$ cat config.mk
export PLATFORM = sky130hd
export DESIGN_NAME = redundant_frame_merge_core
export DESIGN_NICKNAME = d
export VERILOG_FILES = /design/src/rtl/rfm_pkg.sv /design/src/rtl/redundant_frame_merge_core.sv /design/src/rtl/rfm_front.sv /design/src/rtl/rfm_queue.sv /design/src/rtl/rfm_back.sv
export SDC_FILE = /design/constraint.sdc
export NUM_CORES = 1
export LEC_CHECK = 0
export BUFFER_PORTS_ARGS = -buffer_cell sky130_fd_sc_hd__buf_2
export CORE_ASPECT_RATIO = 1.25
export CORE_UTILIZATION = 60
export DETAILED_ROUTE_END_ITERATION = 12
export PLACE_DENSITY = 0.79
export SLEW_MARGIN = 20
export SYNTH_ARGS = -nofsm -noshare
export SYNTH_HDL_FRONTEND = slang
export SYNTH_SLANG_ARGS = --single-unit
$ cat constraint.sdc
create_clock -name i_clk -period 6.8 [get_ports i_clk]
set_input_delay 0.34 -clock i_clk [delete_from_list [all_inputs] [get_ports i_clk]]
set_output_delay 0.34 -clock i_clk [all_outputs]
set_load 0.01 [all_outputs]
$ cat src/rtl/rfm_pkg.sv
`timescale 1ns / 1ps
// ----------------------------------------------------------------------------
// rfm_pkg: shared types and constants of the redundant frame merge core
// Widths, slot table size, queue size, result codes and the queued item.
// ----------------------------------------------------------------------------
package rfm_pkg;

    // slot table
    localparam int SLOTS   = 16;
    localparam int SLOT_W  = (SLOTS > 1) ? $clog2(SLOTS) : 1;
    localparam int CNT_W   = $clog2(SLOTS + 1);

    // decoupling queue between front and back
    localparam int Q_DEPTH = 2;
    localparam int Q_PTR_W = (Q_DEPTH > 1) ? $clog2(Q_DEPTH) : 1;
    localparam int Q_CNT_W = $clog2(Q_DEPTH + 1);

    // field widths
    localparam int FRAME_W    = 16;
    localparam int STAMP_W    = 32;
    localparam int OUT_W      = 3;
    localparam int SLOT_OUT_W = 4;
    localparam int FPP_W      = 4;
    localparam int CFG_IDX_W  = 1;
    localparam int CFG_DATA_W = 4;

    // configuration register indexes
    localparam logic [CFG_IDX_W-1:0] CFG_ENABLE = 1'b0;
    localparam logic [CFG_IDX_W-1:0] CFG_FPP    = 1'b1;
    localparam logic [FPP_W-1:0]     FPP_RESET  = 4'd3;

    // request actions
    localparam logic ACT_ARRIVAL = 1'b0;
    localparam logic ACT_RELEASE = 1'b1;

    // result codes
    localparam logic [OUT_W-1:0] OUT_DELIVERED  = 3'd0;
    localparam logic [OUT_W-1:0] OUT_DUPLICATE  = 3'd1;
    localparam logic [OUT_W-1:0] OUT_INCOMPLETE = 3'd2;
    localparam logic [OUT_W-1:0] OUT_NO_SLOT    = 3'd3;
    localparam logic [OUT_W-1:0] OUT_REFUSED    = 3'd4;
    localparam logic [OUT_W-1:0] OUT_BUSY       = 3'd5;
    localparam logic [OUT_W-1:0] OUT_RELEASED   = 3'd6;
    localparam logic [OUT_W-1:0] OUT_UNKNOWN    = 3'd7;

    typedef enum logic [1:0] {
        KIND_ARRIVAL,   // complete frame arrival
        KIND_PARTIAL,   // incomplete frame arrival
        KIND_RELEASE    // consumer gives a handle back
    } t_kind;

    typedef struct packed {
        t_kind                kind;
        logic [FRAME_W-1:0]   frame_id;
        logic                 port;
        logic [STAMP_W-1:0]   timestamp;
        logic                 accept;
    } t_item;

    typedef struct packed {
        logic               enable;
        logic [FPP_W-1:0]   fpp;
    } t_cfg;

    typedef struct packed {
        logic full;
        logic empty;
    } t_q_stat;

endpackage

$ cat src/rtl/redundant_frame_merge_core.sv
`timescale 1ns / 1ps
// ----------------------------------------------------------------------------
// redundant_frame_merge_core: first-complete-frame merge of two redundant ports
// Passes on only the first complete frame per media timestamp, keeps the
// handles the consumer holds in a slot table and answers releases.
// ----------------------------------------------------------------------------
// Every request (arrival or release) gives exactly one result, in request
// order. Requests enter a two-entry queue; the slot engine takes one request
// at a time. Busy, incomplete and duplicate arrivals are decided when the
// engine picks the request up; the result is valid in the next cycle. Complete
// arrivals and releases walk the slot table one slot per cycle from slot 0
// while the result register is free, and search at most min(2*frames_per_port,
// 16) slots before a no-slot or unknown result. The slot walk sets the rate.
// Results sit in an output register, so the queue keeps taking requests while
// a result waits. The slot valid bits clear at reset; no clearing pass.
// Configuration (index 0 block_enable, index 1 frames_per_port) is to be
// written while the block is idle; the block itself does not enforce this.
// ----------------------------------------------------------------------------
module redundant_frame_merge_core import rfm_pkg::*; (
    input  logic                    i_clk,
    input  logic                    i_rst_n,
    // configuration
    input  logic                    i_cfg_we,
    input  logic [CFG_IDX_W-1:0]    i_cfg_idx,
    input  logic [CFG_DATA_W-1:0]   i_cfg_data,
    // request channel
    input  logic                    i_valid,
    output logic                    o_stall,
    input  logic                    i_action,
    input  logic [FRAME_W-1:0]      i_frame_id,
    input  logic                    i_port,
    input  logic [STAMP_W-1:0]      i_timestamp,
    input  logic                    i_frame_complete,
    input  logic                    i_consumer_accept,
    // result channel
    output logic                    o_valid,
    input  logic                    i_stall,
    output logic [OUT_W-1:0]        o_outcome,
    output logic [FRAME_W-1:0]      o_frame_out,
    output logic                    o_return_port,
    output logic [SLOT_OUT_W-1:0]   o_slot_used
);

    t_cfg       r_cfg;
    t_q_stat    w_q_stat;
    t_item      w_push_item;
    t_item      w_head_item;
    logic       w_push;
    logic       w_pop;

    // configuration registers
    always_ff @(posedge i_clk) begin
        if (!i_rst_n) begin
            r_cfg.enable <= 1'b0;
            r_cfg.fpp    <= FPP_RESET;
        end else if (i_cfg_we) begin
            case (i_cfg_idx)
                CFG_ENABLE: r_cfg.enable <= i_cfg_data[0];
                CFG_FPP:    r_cfg.fpp    <= i_cfg_data[FPP_W-1:0];
                default: begin
                    r_cfg <= r_cfg;
                end
            endcase
        end
    end

    // intake: tags requests and pushes them while the queue has room
    rfm_front u_front (
        .i_valid            (i_valid),
        .o_stall            (o_stall),
        .i_action           (i_action),
        .i_frame_id         (i_frame_id),
        .i_port             (i_port),
        .i_timestamp        (i_timestamp),
        .i_frame_complete   (i_frame_complete),
        .i_consumer_accept  (i_consumer_accept),
        .i_q_stat           (w_q_stat),
        .o_push             (w_push),
        .o_item             (w_push_item)
    );

    rfm_queue u_queue (
        .i_clk      (i_clk),
        .i_rst_n    (i_rst_n),
        .i_push     (w_push),
        .i_item     (w_push_item),
        .i_pop      (w_pop),
        .o_item     (w_head_item),
        .o_stat     (w_q_stat)
    );

    // slot engine with registered result
    rfm_back u_back (
        .i_clk          (i_clk),
        .i_rst_n        (i_rst_n),
        .i_cfg          (r_cfg),
        .i_item         (w_head_item),
        .i_q_stat       (w_q_stat),
        .o_pop          (w_pop),
        .o_valid        (o_valid),
        .i_stall        (i_stall),
        .o_outcome      (o_outcome),
        .o_frame_out    (o_frame_out),
        .o_return_port  (o_return_port),
        .o_slot_used    (o_slot_used)
    );

`ifndef SYNTHESIS
    // a reset leaves no result pending
    a_reset_clears_out: assert property (@(posedge i_clk)
        !i_rst_n |=> !o_valid)
        else $error("result valid right after reset");

    // busy and unknown-handle results name neither a port nor a slot
    a_no_port_no_slot: assert property (@(posedge i_clk) disable iff (!i_rst_n)
        (o_valid && (o_outcome == OUT_BUSY || o_outcome == OUT_UNKNOWN))
        |-> (!o_return_port && o_slot_used == '0))
        else $error("busy/unknown result carries port or slot");

    // a delivered frame is never sent back to a port
    a_delivered_no_return: assert property (@(posedge i_clk) disable iff (!i_rst_n)
        (o_valid && o_outcome == OUT_DELIVERED) |-> !o_return_port)
        else $error("delivered frame returned to a port");

    // the queue is never full and empty at once
    a_queue_sane: assert property (@(posedge i_clk) disable iff (!i_rst_n)
        !(w_q_stat.full && w_q_stat.empty))
        else $error("queue full and empty together");
`endif

endmodule

$ cat src/rtl/rfm_front.sv
`timescale 1ns / 1ps
// ----------------------------------------------------------------------------
// rfm_front: request intake
// Takes requests off the input channel and tags each one by kind.
// ----------------------------------------------------------------------------
module rfm_front import rfm_pkg::*; (
    input  logic                i_valid,
    output logic                o_stall,
    input  logic                i_action,
    input  logic [FRAME_W-1:0]  i_frame_id,
    input  logic                i_port,
    input  logic [STAMP_W-1:0]  i_timestamp,
    input  logic                i_frame_complete,
    input  logic                i_consumer_accept,
    input  t_q_stat             i_q_stat,
    output logic                o_push,
    output t_item               o_item
);

    t_kind w_kind;

    always_comb begin
        if (i_action == ACT_RELEASE) begin
            w_kind = KIND_RELEASE;
        end else if (i_frame_complete) begin
            w_kind = KIND_ARRIVAL;
        end else begin
            w_kind = KIND_PARTIAL;
        end
    end

    assign o_stall = i_q_stat.full;
    assign o_push  = i_valid && !i_q_stat.full;

    assign o_item.kind      = w_kind;
    assign o_item.frame_id  = i_frame_id;
    assign o_item.port      = i_port;
    assign o_item.timestamp = i_timestamp;
    assign o_item.accept    = i_consumer_accept;

endmodule

$ cat src/rtl/rfm_queue.sv
`timescale 1ns / 1ps
// ----------------------------------------------------------------------------
// rfm_queue: short request queue
// Small FIFO that lets intake and slot engine stall independently.
// ----------------------------------------------------------------------------
module rfm_queue import rfm_pkg::*; (
    input  logic    i_clk,
    input  logic    i_rst_n,
    input  logic    i_push,
    input  t_item   i_item,
    input  logic    i_pop,
    output t_item   o_item,
    output t_q_stat o_stat
);

    t_item                r_mem [Q_DEPTH];
    logic [Q_PTR_W-1:0]   r_wr;
    logic [Q_PTR_W-1:0]   r_rd;
    logic [Q_CNT_W-1:0]   r_cnt;
    logic [Q_PTR_W-1:0]   n_wr;
    logic [Q_PTR_W-1:0]   n_rd;
    logic [Q_CNT_W-1:0]   n_cnt;
    logic                 w_push;
    logic                 w_pop;

    assign o_stat.full  = (r_cnt == Q_CNT_W'(Q_DEPTH));
    assign o_stat.empty = (r_cnt == '0);
    assign w_push = i_push && !o_stat.full;
    assign w_pop  = i_pop && !o_stat.empty;
    assign o_item = r_mem[r_rd];

    always_comb begin
        n_wr  = r_wr;
        n_rd  = r_rd;
        n_cnt = r_cnt;
        if (w_push) begin
            n_wr = (r_wr == Q_PTR_W'(Q_DEPTH - 1)) ? '0 : r_wr + 1'b1;
        end
        if (w_pop) begin
            n_rd = (r_rd == Q_PTR_W'(Q_DEPTH - 1)) ? '0 : r_rd + 1'b1;
        end
        if (w_push && !w_pop) begin
            n_cnt = r_cnt + 1'b1;
        end else if (w_pop && !w_push) begin
            n_cnt = r_cnt - 1'b1;
        end
    end

    always_ff @(posedge i_clk) begin
        if (!i_rst_n) begin
            r_wr  <= '0;
            r_rd  <= '0;
            r_cnt <= '0;
        end else begin
            r_wr  <= n_wr;
            r_rd  <= n_rd;
            r_cnt <= n_cnt;
        end
    end

    always_ff @(posedge i_clk) begin
        if (w_push) begin
            r_mem[r_wr] <= i_item;
        end
    end

endmodule

$ cat src/rtl/rfm_back.sv
`timescale 1ns / 1ps
// ----------------------------------------------------------------------------
// rfm_back: slot engine
// Tracks the current timestamp, walks the slot table one slot per cycle while
// the result register is free, and registers one result per request.
// ----------------------------------------------------------------------------
module rfm_back import rfm_pkg::*; (
    input  logic                    i_clk,
    input  logic                    i_rst_n,
    input  t_cfg                    i_cfg,
    input  t_item                   i_item,
    input  t_q_stat                 i_q_stat,
    output logic                    o_pop,
    output logic                    o_valid,
    input  logic                    i_stall,
    output logic [OUT_W-1:0]        o_outcome,
    output logic [FRAME_W-1:0]      o_frame_out,
    output logic                    o_return_port,
    output logic [SLOT_OUT_W-1:0]   o_slot_used
);

    localparam logic ST_IDLE = 1'b0;
    localparam logic ST_SCAN = 1'b1;

    logic                   r_state, n_state;
    logic [CNT_W-1:0]       r_idx, n_idx;
    t_item                  r_cur, n_cur;
    logic [STAMP_W-1:0]     r_stamp, n_stamp;
    logic                   r_delivered, n_delivered;
    logic [SLOTS-1:0]       r_slot_valid, n_slot_valid;
    logic [FRAME_W-1:0]     r_slot_frame [SLOTS];
    logic                   r_slot_port [SLOTS];

    logic                   r_out_valid;
    logic [OUT_W-1:0]       r_outcome;
    logic [FRAME_W-1:0]     r_frame_out;
    logic                   r_return_port;
    logic [SLOT_OUT_W-1:0]  r_slot_used;

    logic                   w_out_free;
    logic                   w_load;
    logic [OUT_W-1:0]       w_outcome;
    logic [FRAME_W-1:0]     w_frame;
    logic                   w_rport;
    logic [SLOT_OUT_W-1:0]  w_slot_out;
    logic                   w_slot_we;
    logic [SLOT_W-1:0]      w_slot;
    logic [FPP_W:0]         w_dbl;
    logic [CNT_W-1:0]       w_limit;
    logic                   w_fresh;

    // searched slots: twice the per-port count, capped at the table size
    assign w_dbl   = {i_cfg.fpp, 1'b0};
    assign w_limit = (32'(w_dbl) > SLOTS) ? CNT_W'(SLOTS) : CNT_W'(w_dbl);
    assign w_slot  = r_idx[SLOT_W-1:0];
    assign w_out_free = !r_out_valid || !i_stall;
    assign w_fresh = (i_item.timestamp != r_stamp);

    always_comb begin
        n_state      = r_state;
        n_idx        = r_idx;
        n_cur        = r_cur;
        n_stamp      = r_stamp;
        n_delivered  = r_delivered;
        n_slot_valid = r_slot_valid;
        o_pop        = 1'b0;
        w_load       = 1'b0;
        w_outcome    = OUT_BUSY;
        w_frame      = r_cur.frame_id;
        w_rport      = 1'b0;
        w_slot_out   = '0;
        w_slot_we    = 1'b0;
        case (r_state)
            ST_IDLE: begin
                if (!i_q_stat.empty && w_out_free) begin
                    o_pop   = 1'b1;
                    n_cur   = i_item;
                    n_idx   = '0;
                    w_frame = i_item.frame_id;
                    if (i_item.kind == KIND_RELEASE) begin
                        n_state = ST_SCAN;
                    end else if (!i_cfg.enable) begin
                        w_load    = 1'b1;
                        w_outcome = OUT_BUSY;
                    end else begin
                        n_stamp     = i_item.timestamp;
                        n_delivered = w_fresh ? 1'b0 : r_delivered;
                        if (i_item.kind == KIND_PARTIAL) begin
                            w_load    = 1'b1;
                            w_outcome = OUT_INCOMPLETE;
                            w_rport   = i_item.port;
                        end else if (n_delivered) begin
                            w_load    = 1'b1;
                            w_outcome = OUT_DUPLICATE;
                            w_rport   = i_item.port;
                        end else begin
                            n_state = ST_SCAN;
                        end
                    end
                end
            end
            ST_SCAN: begin
                if (w_out_free) begin
                    if (r_idx >= w_limit) begin
                        w_load  = 1'b1;
                        n_state = ST_IDLE;
                        if (r_cur.kind == KIND_RELEASE) begin
                            w_outcome = OUT_UNKNOWN;
                        end else begin
                            w_outcome = OUT_NO_SLOT;
                            w_rport   = r_cur.port;
                        end
                    end else if (r_cur.kind == KIND_RELEASE) begin
                        if (r_slot_valid[w_slot] &&
                            r_slot_frame[w_slot] == r_cur.frame_id) begin
                            n_slot_valid[w_slot] = 1'b0;
                            w_load     = 1'b1;
                            w_outcome  = OUT_RELEASED;
                            w_rport    = r_slot_port[w_slot];
                            w_slot_out = SLOT_OUT_W'(r_idx);
                            n_state    = ST_IDLE;
                        end else begin
                            n_idx = r_idx + 1'b1;
                        end
                    end else if (!r_slot_valid[w_slot]) begin
                        w_load  = 1'b1;
                        n_state = ST_IDLE;
                        if (r_cur.accept) begin
                            n_slot_valid[w_slot] = 1'b1;
                            w_slot_we   = 1'b1;
                            n_delivered = 1'b1;
                            w_outcome   = OUT_DELIVERED;
                            w_slot_out  = SLOT_OUT_W'(r_idx);
                        end else begin
                            w_outcome = OUT_REFUSED;
                            w_rport   = r_cur.port;
                        end
                    end else begin
                        n_idx = r_idx + 1'b1;
                    end
                end
            end
            default: begin
                n_state = ST_IDLE;
            end
        endcase
    end

    always_ff @(posedge i_clk) begin
        if (!i_rst_n) begin
            r_state      <= ST_IDLE;
            r_idx        <= '0;
            r_stamp      <= '0;
            r_delivered  <= 1'b0;
            r_slot_valid <= '0;
            r_out_valid  <= 1'b0;
        end else begin
            r_state      <= n_state;
            r_idx        <= n_idx;
            r_stamp      <= n_stamp;
            r_delivered  <= n_delivered;
            r_slot_valid <= n_slot_valid;
            if (w_load) begin
                r_out_valid <= 1'b1;
            end else if (!i_stall) begin
                r_out_valid <= 1'b0;
            end
        end
    end

    always_ff @(posedge i_clk) begin
        r_cur <= n_cur;
        if (w_load) begin
            r_outcome     <= w_outcome;
            r_frame_out   <= w_frame;
            r_return_port <= w_rport;
            r_slot_used   <= w_slot_out;
        end
        if (w_slot_we) begin
            r_slot_frame[w_slot] <= r_cur.frame_id;
            r_slot_port[w_slot]  <= r_cur.port;
        end
    end

    assign o_valid       = r_out_valid;
    assign o_outcome     = r_outcome;
    assign o_frame_out   = r_frame_out;
    assign o_return_port = r_return_port;
    assign o_slot_used   = r_slot_used;

endmodule
==> impl_metrics.csv, run 1 <==
group,metric,value,unit
timing,rsz0062_at_grt,"no",
synthesis,synth_seq_area_share,0.714,
power,clkPwrFrac,0.310,
synthesis,syn_area,0.0196,mm2
floorplan,coreArea,0.0320,mm2
power,switchingPower,2220,uW
worst_setup_path,endpoint_kind,"register",
final_layout,diodes,0,
final_layout,syn_to_final_growth,14.9,%
clocking,cts_max_level,2,
worst_setup_path,cp_cell_sequence,"buf_4 > mux4_2 > mux2i_1 > o22ai_1 > xor2_1 > or4b_4 > nor4_4 > buf_4 > nor3_1 > o21ai_2 > buf_4",
worst_setup_path,critPathMaxStageDelay,0.93,ns
power,sw_frac_of_total,0.278,
clocking,ctsResizeCount,0,
synthesis,synth-seq-cells,490,
synthesis,yosysWarnings,0,
grt,grt_max_degree,67,
drt,final_antenna_net_count,0,
worst_setup_path,crit_buf_inv,3,
clocking,cts.clk_slew.worst_paths,0.07,ns
worst_setup_path,cp-start-kind,"register",
worst_setup_path,required,7.04,ns
synthesis,netlist_instances,1177,
synthesis,yosys.area.top_type,"edfxtp_1",
worst_setup_path,worstPathArrival,5.18,ns
worst_hold_path,holdPathStages,3,
timing,layout_worst_path_cycle_share,0.726,
worst_setup_path,path_class,"register to register",
grt,overflow,0,
placed_design,place.gp.congestion,0.824,
timing,hold_viol,0,
drt,wl,42.3,mm
timing,setup_viol,0,
placed_design,port_buffers,87,
drt,drc,0,
drt,drt_pre_antenna_iters,6,
final_layout,final_area,0.0225,mm2
timing,max_freq,202,MHz
synthesis,syn-num-nets,1248,
timing,timing.hold.ws,0.0241,ns
synthesis,syn_area_per_cell,16.7,um2
synthesis,synthArstFlopShare,0,
timing,maxSlewHeadroom,0.208,
floorplan,dieArea,0.0334,mm2
timing,slew_viol_final,0,
grt,grt_pass1_vias,11400,
worst_setup_path,r2r_setup_slack,1.86,ns
drt,dr_total_vias,11100,
worst_setup_path,path_max_fanout,30,
drt,routedWlPerCell,23.7,um
timing,period_needed,4.94,ns
flow_run,drv_cap,0,
clocking,clock_latency,0.56,ns
clocking,cts_root_buf,"clkbuf_16",
floorplan,die_h,204,um
placed_design,place_area,0.0206,mm2
floorplan,ios,88,
final_layout,fin_nets,1405,
power,pwr-share-seq,0.530,
worst_setup_path,crit_family,"buffers and inverters",
grt,grt_pass1_wl,64.6,mm
synthesis,synthTopCellsByArea,"edfxtp_1, mux4_2, dfxtp_1, mux2i_1, xnor2_1",
worst_setup_path,reg2reg_depth,11,
clocking,clock_path_buffers,3,
power,comb_power_share,0.161,
synthesis,yosysTopAreaCellShare,0.643,
drt,first_iter_violations,1056,
synthesis,synthDistinctLibCells,55,
drt,avgViaCountPerCell,6.21,
clocking,cts_buffers,45,
clocking,cts_tree,"built",
power,worst_ir_drop_vdd,0.261,mV
final_layout,layout-drive-gt1-share,0.225,
floorplan,initial_core_util,0.614,
grt,grt_usage,0.262,
synthesis,synth_flop_cell,"edfxtp_1",
grt,antenna_found_initial,0,
floorplan,fp-row-count,73,
power,leakagePower,0.00745,uW
worst_setup_path,cp_common_cell,"buf_4",
placed_design,dp_hpwl,24.5,mm
power,power.internal,5760,uW
worst_setup_path,cpMaxStageDelayCell,"dfxtp_2",
run_status,outcome,"finished, final reports clean",
floorplan,die_w,164,um
synthesis,synth_edf_count,420,
clocking,clkSinkCount,490,
timing,worst_slew_pin_slew,1.19,ns
worst_hold_path,holdCritPathClass,"input pin to register",
timing,tns,0,ns
power,p_per_area,354,mW/mm2
timing,skew,0.0205,ns
final_layout,final_util,0.705,
worst_setup_path,worst-path-stages,11,
[stage by stage]
| step | power [uW] | cells | setup WS [ns] |
|---|---|---|---|
| 2_1_floorplan | 5010 | 1177 | 2.37 |
| 6_report | 7990 | 1780 | 1.86 |
| 5_1_grt | 8260 | 1780 | 1.57 |
| 4_1_cts | 7980 | 1780 | 1.80 |
| 3_5_place_dp | 5510 | 1648 | 1.82 |
| 3_3_place_gp | 5440 | 1648 | 1.93 |
[worst reg2reg max path: stages (launching register included)]
cell	delay, ns
dfxtp_2	0.93
buf_4	0.53
mux4_2	0.56
mux2i_1	0.13
o22ai_1	0.11
xor2_1	0.18
or4b_4	0.58
nor4_4	0.27
buf_4	0.35
nor3_1	0.12
o21ai_2	0.50
buf_4	0.36
[layer usage]
metal | GRT usage | routed length [um] | up-vias
met2 | 0.459 | 22100 | 485
met1 | 0.323 | 15800 | 5579
li1 | - | - | 4891
met3 | 0.0446 | 2920 | 104
met5 | 0 | 0 | -
met4 | 0.104 | 1460 | 0
[sequential cells by signal, indices dropped and copies added (netlist names), named ones only]
register,cells
u_back.r_cur,20
u_back.r_slot_frame,256
u_back.o_return_port,1
u_back.o_slot_used,4
u_back.o_valid,1
u_back.r_stamp,32
u_back.r_slot_port,16
r_cfg,5
u_back.r_state,1
u_queue.r_mem,104
u_queue.r_cnt,2
u_back.o_outcome,3
u_back.o_frame_out,16
u_back.r_idx,5
u_queue.r_wr,1
u_queue.r_rd,1
u_back.r_delivered,1
[final cells by class]
class | count | area [um2]
clock inverters | 21 | 213
well taps | 412 | 515
fillers | 1937 | 9430
inverters | 29 | 109
multi-input cells | 599 | 5280
flip-flops and latches | 490 | 14000
clock buffers | 60 | 1220
repair buffers | 169 | 1180
[cells in the mapped netlist (4+ instances only)]
cell	n
xnor2_1	40
a221oi_1	4
ha_1	9
and3_1	16
xor2_1	14
nand3_1	15
mux2_2	24
mux4_2	70
o41ai_1	13
o2111ai_1	5
or3_1	4
buf_2	13
and2_1	5
buf_1	7
o21ai_1	4
nand4_1	4
inv_1	26
nor2b_1	9
nand2_1	88
a211oi_1	35
dfxtp_1	70
edfxtp_1	420
mux2i_1	67
a21oi_1	24
nor3_1	20
nand2b_1	11
nor2_1	54
nor4_1	10
clkbuf_1	34
o21ai_0	20
[cell families (layout without fill, tap and decap cells)]
kind of cell,after synthesis,after routing,synth area share
flops,490,490,0.714
simple gates,248,248,0.0608
mux,164,164,0.132
compound gates,123,123,0.0428
buf+inv,88,279,0.0192
xor+xnor,55,55,0.0249
fa+ha+maj,9,9,0.00574
[final timing paths]
check                      from                     end
setup / recovery       register  u_back.o_frame_out[10]
hold / removal    i_cfg_data[1]                r_cfg[1]
setup reg to reg       register  u_back.o_frame_out[10]
hold reg to reg        register                register
[power groups by stage]
stage,clock (uW),combinational (uW),sequential [uW]
floorplan,0,864,4150
global placement,0,1190,4250
detailed placement,0,1230,4280
CTS,2490,1270,4220
global route,2610,1390,4260
finish,2470,1280,4230
[what timing repair did]
| action | 4_1_cts | 5_1_grt |
|---|---|---|
| hold buffers | 51 | 0 |
| setup buffers | 0 | 0 |
| hold endpoints to repair | 102 | 0 |
[cell usage in the layout (no fill, tap or decap), types with 15 or more instances in the layout]
| cell type | Yosys | routed |
|---|---|---|
| a211oi_1 | 35 | 35 |
| inv_1 | 26 | 26 |
| edfxtp_1 | 420 | 420 |
| mux4_2 | 70 | 70 |
| nand2_1 | 88 | 88 |
| dfxtp_1 | 70 | 65 |
| mux2i_1 | 67 | 67 |
| nor2_1 | 54 | 48 |
| buf_4 | 2 | 31 |
| mux2_2 | 24 | 24 |
| clkbuf_16 | 0 | 45 |
| nand3_1 | 15 | 15 |
| xnor2_1 | 40 | 40 |
| buf_2 | 13 | 87 |
| o21ai_0 | 20 | 20 |
| a21oi_1 | 24 | 24 |
| dlygate4sd3_1 | 0 | 51 |
| nor3_1 | 20 | 16 |
(Power assumes the default switching activity.)
==> run 2, diff against run 1 <==
==> constraint.sdc (replaced) <==
create_clock -name i_clk -period 5.1 [get_ports i_clk]
set_input_delay 0.255 -clock i_clk [delete_from_list [all_inputs] [get_ports i_clk]]
set_output_delay 0.255 -clock i_clk [all_outputs]
set_load 0.01 [all_outputs]
==> impl_metrics.csv, run 2 (synthesized netlist as in run 1, its figures left out) <==
group,metric,value,unit
grt,antenna_found_initial,0,
timing,skew,0.0182,ns
floorplan,dieArea,0.0334,mm2
drt,final_antenna_net_count,0,
floorplan,ios,88,
grt,grt_pass1_wl,64.7,mm
final_layout,n_fill_cell,1942,
worst_setup_path,worstPathArrival,4.37,ns
power,worst_ir_drop_vdd,0.435,mV
worst_setup_path,endpoint_kind,"register",
drt,dr_total_vias,11100,
worst_hold_path,holdCritPathClass,"input pin to register",
final_layout,mostFrequentLayoutCells,"edfxtp_1, nand2_1, buf_2",
timing,hold_viol,0,
final_layout,layout-drive-gt1-share,0.225,
final_layout,syn_to_final_growth,15.0,%
final_layout,diodes,0,
timing,slew_viol_final,0,
worst_setup_path,path_class,"register to register",
final_layout,final_util,0.706,
final_layout,largest_reg_flops,256,
timing,tns,0,ns
final_layout,reg_top3,"u_back.r_slot_frame: 256 flops, u_queue.r_mem: 104 flops, u_back.r_stamp: 32 flops",
final_layout,regArea,0.0140,mm2
final_layout,fin_nets,1413,
worst_setup_path,cp-start-kind,"register",
clocking,cts_max_level,2,
power,leakagePower,0.00747,uW
clocking,clock_path_buffers,3,
clocking,cts_buffers,42,
clocking,cts_root_buf,"clkbuf_16",
timing,rsz0062_at_grt,"no",
grt,grt_pass1_vias,11300,
timing,layout_worst_path_cycle_share,0.804,
timing,setup_viol,0,
timing,worst_slew_pin_slew,1.01,ns
drt,wl,42.8,mm
placed_design,dp_hpwl,24.9,mm
worst_setup_path,path_max_fanout,29,
clocking,cts_tree,"built",
run_status,outcome,"finished, final reports clean",
clocking,clkSinkCount,490,
floorplan,fp-row-count,73,
placed_design,place.gp.congestion,0.853,
final_layout,multi_input_area,0.00528,mm2
final_layout,regMostFlops,"u_back.r_slot_frame",
power,p_per_area,466,mW/mm2
clocking,clock_latency,0.55,ns
floorplan,die_w,164,um
drt,drt_pre_antenna_iters,6,
floorplan,initial_core_util,0.614,
placed_design,port_buffers,87,
timing,period_needed,4.10,ns
drt,drc,0,
final_layout,final_common_cell,"edfxtp_1",
floorplan,coreArea,0.0320,mm2
grt,grt_usage,0.266,
drt,avgViaCountPerCell,6.21,
worst_setup_path,required,5.37,ns
clocking,cts.clk_slew.worst_paths,0.07,ns
floorplan,die_h,204,um
timing,maxSlewHeadroom,0.326,
timing,timing.hold.ws,0.0317,ns
clocking,ctsResizeCount,0,
grt,grt_max_degree,68,
drt,first_iter_violations,1079,
timing,max_freq,244,MHz
grt,overflow,0,
flow_run,drv_cap,0,
drt,routedWlPerCell,23.9,um
## run 2: power breakdown
part / switching (uW) / leakage, uW / internal [uW] / total [uW]
clock network: 1390 / 0.000670 / 1770 / 3160
registers: 474 / 0.00440 / 5140 / 5610
logic: 1090 / 0.00241 / 661 / 1750
total: 2950 / 0.00747 / 7570 / 10500
## run 2: what timing repair did
action / 4_1_cts / 5_1_grt
hold buffers: 55 / 0
buffers inserted: 0 / 0
endpoints found under the hold margin: 107 / 0
endpoints found under the setup margin: 0 / 0
## run 2: final timing paths
kind,cells past startpoint,end,slack [ns],startpoint
setup / recovery,11,u_back.o_outcome[0],1.0,register
hold reg to reg,2,register,0.45,register
hold / removal,3,r_cfg[0],0.03,i_cfg_we
setup reg to reg,11,u_back.o_outcome[0],1.0,register
## run 2: critical path, cell delays in order (launching register included)
cell and delay, ns:
dfxtp_2 0.52, buf_4 0.47, buf_4 0.38, mux4_2 0.53
mux2i_1 0.18, xnor2_1 0.08, nor3_1 0.37, o2bb2ai_1 0.16
nor4_4 0.39, buf_4 0.38, or2_2 0.23, a21boi_0 0.11
## run 2: stage by stage
step / cells / area, um2 / total power, uW / setup slack (ns)
4_1_cts: 1788 / 22600 / 10500 / 0.942
6_report: 1788 / 22600 / 10500 / 0.998
2_1_floorplan: 1177 / 19600 / 6680 / 0.666
5_1_grt: 1788 / 22600 / 10900 / 0.740
3_5_place_dp: 1655 / 20700 / 7350 / 0.977
3_3_place_gp: 1655 / 20700 / 7280 / 0.995
## run 2: routing by layer
metal	track usage	vias up	routed length [um]
li1	-	4913	-
met1	0.332	5542	15700
met2	0.470	548	22500
met3	0.0373	108	3060
met4	0.105	0	1520
met5	0	-	0
## run 2: cell type report
class / instances / area share
sequential: 490 / 0.621
multi-input combinational: 599 / 0.234
timing repair buffer: 180 / 0.0569
clock buffer: 55 / 0.0516
tap: 412 / 0.0228
clock inverter: 23 / 0.00881
inverter: 29 / 0.00482
